File: src/hdl/shtw_pkg.sv
// Package of types, constants and helper functions for the string hash unit.
`timescale 1ns / 1ps
package shtw_pkg;

    localparam int unsigned C_MIX_STEPS = 7;
    localparam int unsigned C_STAGES    = C_MIX_STEPS + 1;

    // The golden word and the extra seed are folded into one starting value of the length term.
    localparam logic [31:0] C_SEED_INIT = 32'(64'h9e3779b9 + 64'd3923095);

    localparam logic [3:0] C_FIFTH_POS = 4'd4;
    localparam logic [3:0] C_SPLIT_POS = 4'd5;
    localparam logic [3:0] C_J_POS     = 4'd8;
    localparam logic [3:0] C_BLOCK_END = 4'd11;

    localparam logic [4:0] C_MIX_ROT [C_MIX_STEPS] = '{
        5'd14, 5'd11, 5'd25, 5'd16, 5'd4, 5'd14, 5'd24
    };

    typedef struct packed {
        logic [31:0] w0;
        logic [31:0] w1;
        logic [31:0] w2;
    } t_words;

    typedef struct packed {
        t_words      words;
        logic [31:0] seed;
        logic        fold_en;
        logic [7:0]  held;
    } t_snapshot;

    function automatic logic [31:0] rotl32(input logic [31:0] x, input logic [4:0] r);
        logic [5:0] back;
        back = 6'd32 - {1'b0, r};
        return (x << r) | (x >> back);
    endfunction

endpackage

File: src/hdl/string_hash_three_word_mix_unit.sv
// Top level of the 32-bit string hash unit with three running sums and a final mix.
//
//  Channel | Direction | Handshake                 | Payload
//  --------+-----------+---------------------------+------------------------------------
//  in      | into unit | i_in_valid / o_in_stall   | i_data_byte, i_has_byte, i_last
//  out     | from unit | o_out_valid / i_out_stall | o_hash_value
//
// One request is taken in every clock cycle while o_in_stall is low; the single accumulator
// stage adds each byte into one of three 32-bit sums, so the rate is one byte per cycle.
// The hash of a string appears on o_out_valid once its last request has passed the capture
// stage, one seed stage and seven mix stages, none deeper than a three-input add; a stalled
// output holds the pipeline back.
// Reset is synchronous and active low; it clears the sums, block position, held byte and
// every valid flag, presets the length term and accepts requests in the first cycle after.
// o_in_stall rises only when all nine pipeline stages hold a hash and the output is stalled.
`timescale 1ns / 1ps
module string_hash_three_word_mix_unit
    import shtw_pkg::*;
(
    input  logic        i_clk,
    input  logic        i_rst_n,
    input  logic        i_in_valid,
    output logic        o_in_stall,
    input  logic [7:0]  i_data_byte,
    input  logic        i_has_byte,
    input  logic        i_last,
    output logic        o_out_valid,
    input  logic        i_out_stall,
    output logic [31:0] o_hash_value
);

    // Captured sums, length term and held fifth byte of a finished string travel
    // together from the accumulator into the finishing pipeline.
    logic      snap_valid;
    logic      snap_ready;
    t_snapshot snap;

    // The accumulator takes a byte per request and, on a request marked last,
    // captures the state and starts afresh for the next string in the same cycle.
    shtw_accum u_accum (
        .i_clk        (i_clk),
        .i_rst_n      (i_rst_n),
        .i_in_valid   (i_in_valid),
        .o_in_stall   (o_in_stall),
        .i_data_byte  (i_data_byte),
        .i_has_byte   (i_has_byte),
        .i_last       (i_last),
        .o_snap_valid (snap_valid),
        .i_snap_ready (snap_ready),
        .o_snap       (snap)
    );

    // The finishing pipeline adds the seed, runs the mix steps one per stage and
    // holds its last stage as the output register while the output is stalled.
    shtw_finish u_finish (
        .i_clk        (i_clk),
        .i_rst_n      (i_rst_n),
        .i_snap_valid (snap_valid),
        .o_snap_ready (snap_ready),
        .i_snap       (snap),
        .o_out_valid  (o_out_valid),
        .i_out_stall  (i_out_stall),
        .o_hash_value (o_hash_value)
    );

endmodule

File: src/hdl/shtw_accum.sv
// Byte accumulator: adds each byte into its sum and captures the sums at string end.
`timescale 1ns / 1ps
module shtw_accum
    import shtw_pkg::*;
(
    input  logic       i_clk,
    input  logic       i_rst_n,
    input  logic       i_in_valid,
    output logic       o_in_stall,
    input  logic [7:0] i_data_byte,
    input  logic       i_has_byte,
    input  logic       i_last,
    output logic       o_snap_valid,
    input  logic       i_snap_ready,
    output t_snapshot  o_snap
);

    logic [31:0] r_sum_i, r_sum_j, r_sum_k, r_seed;
    logic [3:0]  r_pos;
    logic [7:0]  r_held;
    logic        r_snap_valid;
    t_snapshot   r_snap;

    logic [31:0] n_sum_i, n_sum_j, n_sum_k, n_seed;
    logic [3:0]  n_pos;
    logic [7:0]  n_held;
    logic [31:0] lane_val;
    logic        accept;

    assign o_in_stall   = r_snap_valid && !i_snap_ready;
    assign accept       = i_in_valid && !o_in_stall;
    assign o_snap_valid = r_snap_valid;
    assign o_snap       = r_snap;

    // Big-endian lane within the current 32-bit word of the block.
    assign lane_val = {24'd0, i_data_byte} << {~r_pos[1:0], 3'b000};

    always_comb begin
        n_sum_i = r_sum_i;
        n_sum_j = r_sum_j;
        n_sum_k = r_sum_k;
        n_seed  = r_seed;
        n_pos   = r_pos;
        n_held  = r_held;
        if (i_has_byte) begin
            if (r_pos < C_FIFTH_POS) begin
                n_sum_i = r_sum_i + lane_val;
            end else if (r_pos == C_FIFTH_POS) begin
                n_held = i_data_byte;
            end else if (r_pos < C_J_POS) begin
                n_sum_j = r_sum_j + lane_val;
            end else begin
                n_sum_k = r_sum_k + lane_val;
            end
            n_seed = r_seed + 32'd1;
            if (r_pos >= C_BLOCK_END) begin
                n_sum_j = r_sum_j + {r_held, 24'd0};
                n_held  = 8'd0;
                n_pos   = 4'd0;
            end else begin
                n_pos = r_pos + 4'd1;
            end
        end
    end

    always_ff @(posedge i_clk) begin
        if (!i_rst_n) begin
            r_sum_i      <= '0;
            r_sum_j      <= '0;
            r_sum_k      <= '0;
            r_seed       <= C_SEED_INIT;
            r_pos        <= '0;
            r_held       <= '0;
            r_snap_valid <= 1'b0;
        end else begin
            // A new snapshot is only taken when the old one leaves or none is held.
            r_snap_valid <= (accept && i_last) || (r_snap_valid && !i_snap_ready);
            if (accept) begin
                if (i_last) begin
                    r_sum_i <= '0;
                    r_sum_j <= '0;
                    r_sum_k <= '0;
                    r_seed  <= C_SEED_INIT;
                    r_pos   <= '0;
                    r_held  <= '0;
                end else begin
                    r_sum_i <= n_sum_i;
                    r_sum_j <= n_sum_j;
                    r_sum_k <= n_sum_k;
                    r_seed  <= n_seed;
                    r_pos   <= n_pos;
                    r_held  <= n_held;
                end
            end
        end
    end

    always_ff @(posedge i_clk) begin
        if (accept && i_last) begin
            r_snap.words.w0 <= n_sum_i;
            r_snap.words.w1 <= n_sum_j;
            r_snap.words.w2 <= n_sum_k;
            r_snap.seed     <= n_seed;
            r_snap.fold_en  <= (n_pos >= C_SPLIT_POS);
            r_snap.held     <= n_held;
        end
    end

endmodule

File: src/hdl/shtw_finish.sv
// Finishing pipeline: seed addition followed by the seven mix stages.
`timescale 1ns / 1ps
module shtw_finish
    import shtw_pkg::*;
(
    input  logic        i_clk,
    input  logic        i_rst_n,
    input  logic        i_snap_valid,
    output logic        o_snap_ready,
    input  t_snapshot   i_snap,
    output logic        o_out_valid,
    input  logic        i_out_stall,
    output logic [31:0] o_hash_value
);

    logic [C_STAGES-1:0] r_valid;
    t_words              r_words [C_STAGES];
    t_words              n_words [C_STAGES];
    logic [C_STAGES:0]   en;

    assign en[C_STAGES] = !i_out_stall;
    assign o_snap_ready = en[0];
    assign o_out_valid  = r_valid[C_STAGES-1];
    assign o_hash_value = r_words[C_STAGES-1].w1;

    always_comb begin
        n_words[0].w0 = i_snap.words.w0 + i_snap.seed
                      + (i_snap.fold_en ? {i_snap.held, 24'd0} : 32'd0);
        n_words[0].w1 = i_snap.words.w1 + i_snap.seed;
        n_words[0].w2 = i_snap.words.w2 + i_snap.seed;
    end

    genvar s;
    generate
        for (s = 0; s < C_STAGES; s++) begin : g_stage
            assign en[s] = !r_valid[s] || en[s+1];

            if (s > 0) begin : g_mix
                // The target word is rewritten and the roles rotate, so every
                // stage mixes its third word with its second.
                always_comb begin
                    n_words[s].w0 = r_words[s-1].w1;
                    n_words[s].w1 = (r_words[s-1].w2 ^ r_words[s-1].w1)
                                  - rotl32(r_words[s-1].w1, C_MIX_ROT[s-1]);
                    n_words[s].w2 = r_words[s-1].w0;
                end
            end

            always_ff @(posedge i_clk) begin
                if (!i_rst_n) begin
                    r_valid[s] <= 1'b0;
                end else if (en[s]) begin
                    r_valid[s] <= (s == 0) ? i_snap_valid : r_valid[(s == 0) ? 0 : s-1];
                end
            end

            always_ff @(posedge i_clk) begin
                if (en[s]) begin
                    r_words[s] <= n_words[s];
                end
            end
        end
    endgenerate

endmodule

File: config.mk
export PLATFORM = sky130hd
export DESIGN_NAME = string_hash_three_word_mix_unit
export DESIGN_NICKNAME = d
export VERILOG_FILES = /design/src/hdl/shtw_pkg.sv /design/src/hdl/string_hash_three_word_mix_unit.sv /design/src/hdl/shtw_accum.sv /design/src/hdl/shtw_finish.sv
export SDC_FILE = /design/constraint.sdc
export NUM_CORES = 2
export LEC_CHECK = 0
export ABC_AREA = 1
export BUFFER_PORTS_ARGS = -buffer_cell sky130_fd_sc_hd__buf_2
export CORE_UTILIZATION = 53
export CTS_CLUSTER_DIAMETER = 30
export DETAILED_ROUTE_END_ITERATION = 12
export GPL_TIMING_DRIVEN = 0
export PLACE_DENSITY = 0.71
export SETUP_SLACK_MARGIN = 0.2
export SLEW_MARGIN = 20
export SYNTH_ARGS = -nofsm -noshare
export SYNTH_HDL_FRONTEND = slang
export SYNTH_SLANG_ARGS = --single-unit
File: constraint.sdc
create_clock -name i_clk -period 16.4 [get_ports i_clk]
set_clock_uncertainty 0.05 [all_clocks]
set_input_delay 1.64 -clock i_clk [delete_from_list [all_inputs] [get_ports i_clk]]
set_output_delay 1.64 -clock i_clk [all_outputs]
set_load 0.02 [all_outputs]
* After elaboration in Yosys (flattened, before gate mapping)
Memories as Yosys holds them, arrays and structs flattened.
Cells that the tools add are included.
** Operators by class
- Add/subtract/negate cells :: 17
- $lt $le $gt $ge :: 4
- Equal/unequal tests :: 1
- Shifts and indexed selects :: 1
- Muxes and demuxes :: 41
- Bitwise logic cells :: 15
- Reductions and logical operators :: 23
** Operator list (count)
- 32-bit two-way mux :: 17
- 32-bit adder :: 8
- 32-bit subtractor :: 7
- 32-bit XOR :: 7
- 32-bit by 14-bit OR with 32-bit output :: 2
- 8-bit two-way mux :: 5
- 32-bit by 1-bit adder with 32-bit output (second input constant) :: 1
- 32-bit by 11-bit OR with 32-bit output :: 1
- 32-bit by 16-bit OR with 32-bit output :: 1
- 32-bit by 24-bit OR with 32-bit output :: 1
- 32-bit by 25-bit OR with 32-bit output :: 1
- 32-bit by 4-bit OR with 32-bit output :: 1
- 8-bit by 5-bit << shifter with 32-bit output :: 1
- 1-bit two-way mux :: 16
- 4-bit two-way mux :: 3
- 1-bit logical NOT :: 11
- 1-bit logical OR :: 9
- 4-bit by 1-bit adder with 4-bit output (second input constant) :: 1
- 4-bit by 3-bit == test with 1-bit output (second input constant) :: 1
- 4-bit by 3-bit greater-or-equal comparator with 1-bit output (second input constant) :: 1
- 4-bit greater-or-equal comparator (second input constant) :: 1
- 4-bit by 3-bit less-than comparator with 1-bit output (second input constant) :: 1
- 4-bit less-than comparator (second input constant) :: 1
- 1-bit logical AND :: 3
- 2-bit NOT :: 1
** Storage, ports and cells
- Flip-flop bits (word level) :: 286
- Memory bits (writable) :: 768
- Input bits :: 14
- Output and inout port bits :: 34
- Logic and storage cells :: 124
- Memories :: 1
** Memories
- u_finish.r_words :: words 8, width 96, read ports 8, clocked after Yosys merged registers in 0, wr ports 8, line shtw_finish.sv:17 : t_words r_words [C_STAGES];

* Depth between registers and ports, before layout
- Word-level depth :: 15
- Gate-level depth with buffers :: 25
- Depth with buffers taken out :: 24

* Cells and area by module
A second synthesis with hierarchy kept.
** Second synthesis, totals
- Cells, all modules :: 8846
- Area total of the unflattened synthesis :: 65800.6 um^2
** By module, submodules not included
- shtw_finish :: times used 1, cells an instance 6119, area each 47234.1 um^2, sequential area each 20339.5 um^2
- shtw_accum :: times used 1, cells an instance 2727, area each 18566.6 um^2, sequential area each 6936.7 um^2

* Worst setup path before layout
No wires, ideal clock.
- Path type :: input to register
- From :: in i_out_stall
- To :: reg u_accum.r_seed[10]
- Setup time :: 0.079 ns
- Data arrival time :: 16.296 ns
- Required time :: 16.271 ns
- Setup slack :: -0.025 ns
- Stages :: 18
- Buffers on the path :: 1
- Cells stage by stage :: nand2_1 > nor2_1 > inv_1 > nor2_1 > inv_2 > nor2_2 > nand2_1 > nor2_2 > nand2_1 > nor2_2 > nand2_1 > nand2_2 > nor2_1 > inv_1 > nand2_1 > inv_2 > buf_4 > o211ai_1
** On the way
- Cells in the longest elaborated chain, start to end :: 13
** Ends and longest elaborated chain
- start: declaration :: line string_hash_three_word_mix_unit.sv:28 : input logic i_out_stall,
- 1-bit logical NOT :: line shtw_finish.sv:21 : assign en[C_STAGES] = !i_out_stall;
- 1-bit logical OR (2 in a row) :: line shtw_finish.sv:36 : assign en[s] = !r_valid[s] || en[s+1];
- net u_finish.en[6] :: line shtw_finish.sv:19 : logic [C_STAGES:0] en;
- 1-bit logical OR :: line shtw_finish.sv:36
- net u_finish.en[5] :: line shtw_finish.sv:19
- 1-bit logical OR (2 in a row) :: line shtw_finish.sv:36
- net u_finish.en[3] :: line shtw_finish.sv:19
- 1-bit logical OR (2 in a row) :: line shtw_finish.sv:36
- net u_finish.en[1] :: line shtw_finish.sv:19
- 1-bit logical OR :: line shtw_finish.sv:36
- 1-bit logical NOT :: line shtw_accum.sv:30 : assign o_in_stall = r_snap_valid && !i_snap_ready;
- 1-bit logical AND :: line shtw_accum.sv:30
- 1-bit logical NOT :: line shtw_accum.sv:31 : assign accept = i_in_valid && !o_in_stall;
- 1-bit logical AND :: line shtw_accum.sv:31
- end signal: assignment :: line shtw_accum.sv:90 : r_seed <= n_seed;
- end: declaration :: line shtw_accum.sv:18 : logic [31:0] r_sum_i, r_sum_j, r_sum_k, r_seed;
The timed path passes the listed nets, and every way through them passes these cells.
A chain may end at the register's enable or synchronous reset.

* Final worst setup path
- From :: in i_out_stall
- To :: out o_in_stall
** On the way
- Cells in the longest elaborated chain, start to end :: 11
** Ends and longest elaborated chain
- 1-bit logical NOT :: line shtw_finish.sv:21
- 1-bit logical OR :: line shtw_finish.sv:36
- net u_finish.en[7] :: line shtw_finish.sv:19
- 1-bit logical OR :: line shtw_finish.sv:36
- net u_finish.en[6] :: line shtw_finish.sv:19
- 1-bit logical OR :: line shtw_finish.sv:36
- net u_finish.en[5] :: line shtw_finish.sv:19
- 1-bit logical OR (2 in a row) :: line shtw_finish.sv:36
- net u_finish.en[3] :: line shtw_finish.sv:19
- 1-bit logical OR (2 in a row) :: line shtw_finish.sv:36
- net u_finish.en[1] :: line shtw_finish.sv:19
- 1-bit logical OR :: line shtw_finish.sv:36
- 1-bit logical NOT :: line shtw_accum.sv:30
- 1-bit logical AND :: line shtw_accum.sv:30
- end: declaration :: line string_hash_three_word_mix_unit.sv:23 : output logic o_in_stall,
The timed path passes the listed nets, and every way through them passes these cells.

==> summary.md <==
| Metric | Value |
|---|---|
| Crit. Startpoint | i_out_stall |
| R2R cell count | 21 |
| # port buffers | between 40 and 50 |
| CTS Root Cell | clkbuf_16 |
| Pre-CTS WS | 8.69 ns |
| Die X | 331 um |
| Max-cap violations | 0 |
| Most frequent cells in the layout | 1351 x nand2_1, 859 x inv_1, 809 x edfxtp_1 |
| Clock Latency Late Sink | 0.80 ns |
| Wire per inst | 23.9 um |
| Starting Density | 53.5% |
| CTS Sinks | 958 |
| Cells after Synth | around 6300 |
| Power Dens Cells | approximately 240 nW/um2 |
| Total gr overflow | 0 |
| Most common cell after layout, fill and taps aside | nand2_1 |
| Net Sw Frac | 42.1% |
| Area share of the largest cell type after synthesis | 42.4% |
| Total Nets Final | between 6000 and 7000 |
| Final TNS setup | 0 ns |
| Number of synthesized flops with an enable pin | 809 |
| Critical Path End | o_in_stall |
| Routability cong. | 0.975 |
| Worst path required time | 14.71 ns |
| Post-route ant nets | 0 |
| Number of top-level pins | 48 |
| # hold bufs at CTS | 0 |
| Initial antenna violation count | 5 |
| R2r setup slk | approximately 10 ns |
| Setup-failing EPs final | 0 |
| Peak VDD IR | 0.132 mV |
| CP Launch Type | input pin |
| Height of the die | 331 um |
| Fillers | 9017 |
| Routed vias | 45700 |
| Distinct cells, synth | 60 |
| Crit path kind | in -> out |
| P_sw | 0.00667 W |
| Final Total Pwr | 0.0158 W |
| Post-synth ARST share | 0% |
| FF/Latch Area | 27300 um2 |
| Worst path slowest cell | nor2_2 |
| # rows | 120 |
| Crit path DAT | roughly 5.9 ns |
| Worst-path fanout max | 70 |
| DR vias/cell | 5.60 |
| PostCTS Resize Cnt | 0 |
| Slew Limit Fails | 0 |
| Placed Area | 59600 um2 |
| Final period util | 46.3% |
| Comb pwr share | 43.9% |
| Worst path most repeated cell | nor2_2 |
| DRT iter0 DRCs | ~3900 |
| Die area | 109000 um2 |
| Cell leakage power | 29.3 nW |
| Multi-input gate area | 26300 um2 |
| Clock power frac | around a quarter |
| Post-Syn Nets | a little under 7000 |
| Crit end category | output port |
| H-tree Lvls | 4 |
| Layout Utilization | 62.2% |
| Synth warnings | 0 |
| Overall Global Routing Usage | a little over a third |
| Max Buffers Root-to-Sink | 3 |
| Avg Cell Area, Syn | between 9 and 10 um2 |
| Fin worst setup slack | about 9 ns |
| Seq/Total Area, Yosys | 47.6% |
| Fmax | 132 MHz |
| Period minus WS final | 7.59 ns |
| Layout area overhead | 16.3% |
| CTS buffer count | 196 |
| Critical-path cell list | buf_2 > nand2_2 > nor2_1 > inv_4 > nor2_1 > inv_6 > buf_16 > nor2_2 > nand2_4 > nor2_2 > nand2_4 > nor2_2 > nand2_1 > inv_1 > buf_2 |
| Max-slew headroom | 15.9% |
| Mapped Area | 57300 um2 |
| Synth top area cells | edfxtp_1 42%, nand2_1 8.9%, ha_1 8.1% |
| Worst path max stage delay | between 0.5 and 0.6 ns |
| Layout cells sized above 1 | 8.01% |
| Inserted Diodes | 0 |
| Largest net degree at the start of global routing | 80 |
| Routed wire length | approximately 200 mm |
| RR Endpoint | u_accum.r_seed[10] |
| Final hold violations | 0 |
| Tightest Pin Transition | 1.25 ns |
| Router iterations before antenna repair | 7 |
| Residual DRC count | 0 |
| HP Class | reg -> reg |
| Core Area | around 110000 um2 |
| Status | finished, final reports clean |
| First-pass GRT wire length | approximately 280 mm |
| Sequential power share | 30.3% |
| R2R Path Start | u_finish.o_out_valid |
| Ys flop type | edfxtp_1 |
| #FFs+latches synth | 958 |
| Number of global-route vias before repair | 44700 |
| Area leader, netlist | edfxtp_1 |
| DP HPWL | 158 mm |
| Internal | 0.00917 W |
| Final Instance Area | 66600 um2 |
| Clock transition at the registers of the reported paths | about 0.050 ns |
| RSZ-0062 raised after global routing | false |
| Post-CTS Setup Bufs | 0 |
| CTS tree | built |
-- Yosys cell counts (all sizes together), types with 36 or more instances --
library cell	instances
a21oi	598
o21bai	44
a31oi	62
buf	40
ha	370
nand4	54
nand2	1365
xor2	482
a21boi	50
nor3	103
o21a	36
nand3	235
edfxtp	809
dfxtp	149
inv	882
o21ai	255
xnor2	132
nor2	442
-- worst max-delay path: cells and delay by family --
kind / cells / cell delay [ns]
AND/OR/NAND/NOR: 9 / 3.30
buffers and inverters: 6 / 0.91
-- layout make-up --
type	count	area share [%]
Timing Repair Buffer	58	0.808
Inverter	887	5.04
Sequential cell	958	41.0
Tap cell	1403	2.64
Clock buffer	225	7.85
Clock inverter	147	2.62
Buffer	75	0.582
Multi-Input combinational cell	4405	39.5
-- per-stage QoR --
stage / hold WS (ns) / cells
global route: 0.360 / 8158
finish: 0.355 / 8158
CTS: 0.354 / 8158
floorplan: 0.350 / 6325
detailed placement: 0.355 / 7786
global placement: 0.350 / 7774
-- power groups by stage --
stage / Clock (W) / Sequential, W / Combinational (W)
4_1_cts: 0.00413 / 0.00479 / 0.00684
5_1_grt: 0.00425 / 0.00483 / 0.00765
3_5_place_dp: 0 / 0.00483 / 0.00677
3_3_place_gp: 0 / 0.00481 / 0.00672
2_1_floorplan: 0 / 0.00438 / 0.00487
6_report: 0.00409 / 0.00479 / 0.00695
-- sequential cells by signal (all words and copies together), names as in the netlist, 7 cells and up --
register          cells
u_accum.r_seed       32
u_accum.o_snap      137
u_accum.r_sum_i      32
u_accum.r_held        8
u_finish.r_words    672
u_accum.r_sum_j      32
u_finish.r_valid      7
u_accum.r_sum_k      32
-- kinds of logic (layout without fill, tap and decap cells) --
logic type               count (synthesis)  count (layout)  share of synthesized area, %
XOR/XNOR                               614             614                          9.39
multiplexers                             1               1                        0.0197
AND/OR/NAND/NOR                       2261            2261                          16.5
flip-flops                             958             958                          47.6
AO/OA/AOI/OAI                         1141            1141                          11.2
adder cells (fa/ha/maj)                388             388                          8.71
buffers and inverters                  962            1392                          6.50
-- metal layers --
layer	share of wire, %	GRT usage, %	wire [um]
met5	0.024	0	47
met4	8.3	26.5	16100
met3	5.1	5.13	9990
met2	49	61.8	95600
met1	37	39.8	72900
-- how the worst min path moves through the flow --
stage / start / end / slack (ns) / cells past startpoint
after CTS: u_finish.r_words[5][72] / u_finish.r_words[6][8] / 0.35 / 0
after global placement: u_finish.r_words[2][89] / u_finish.r_words[3][25] / 0.35 / 0
after floorplan: u_finish.r_words[0][64] / u_finish.r_words[1][0] / 0.35 / 0
after detailed placement: u_finish.r_words[0][75] / u_finish.r_words[1][11] / 0.35 / 0
final: u_finish.r_words[5][72] / u_finish.r_words[6][8] / 0.36 / 0
after global routing: u_finish.r_words[5][80] / u_finish.r_words[6][16] / 0.36 / 0
No activity file was read; power rests on OpenSTA's default activity.
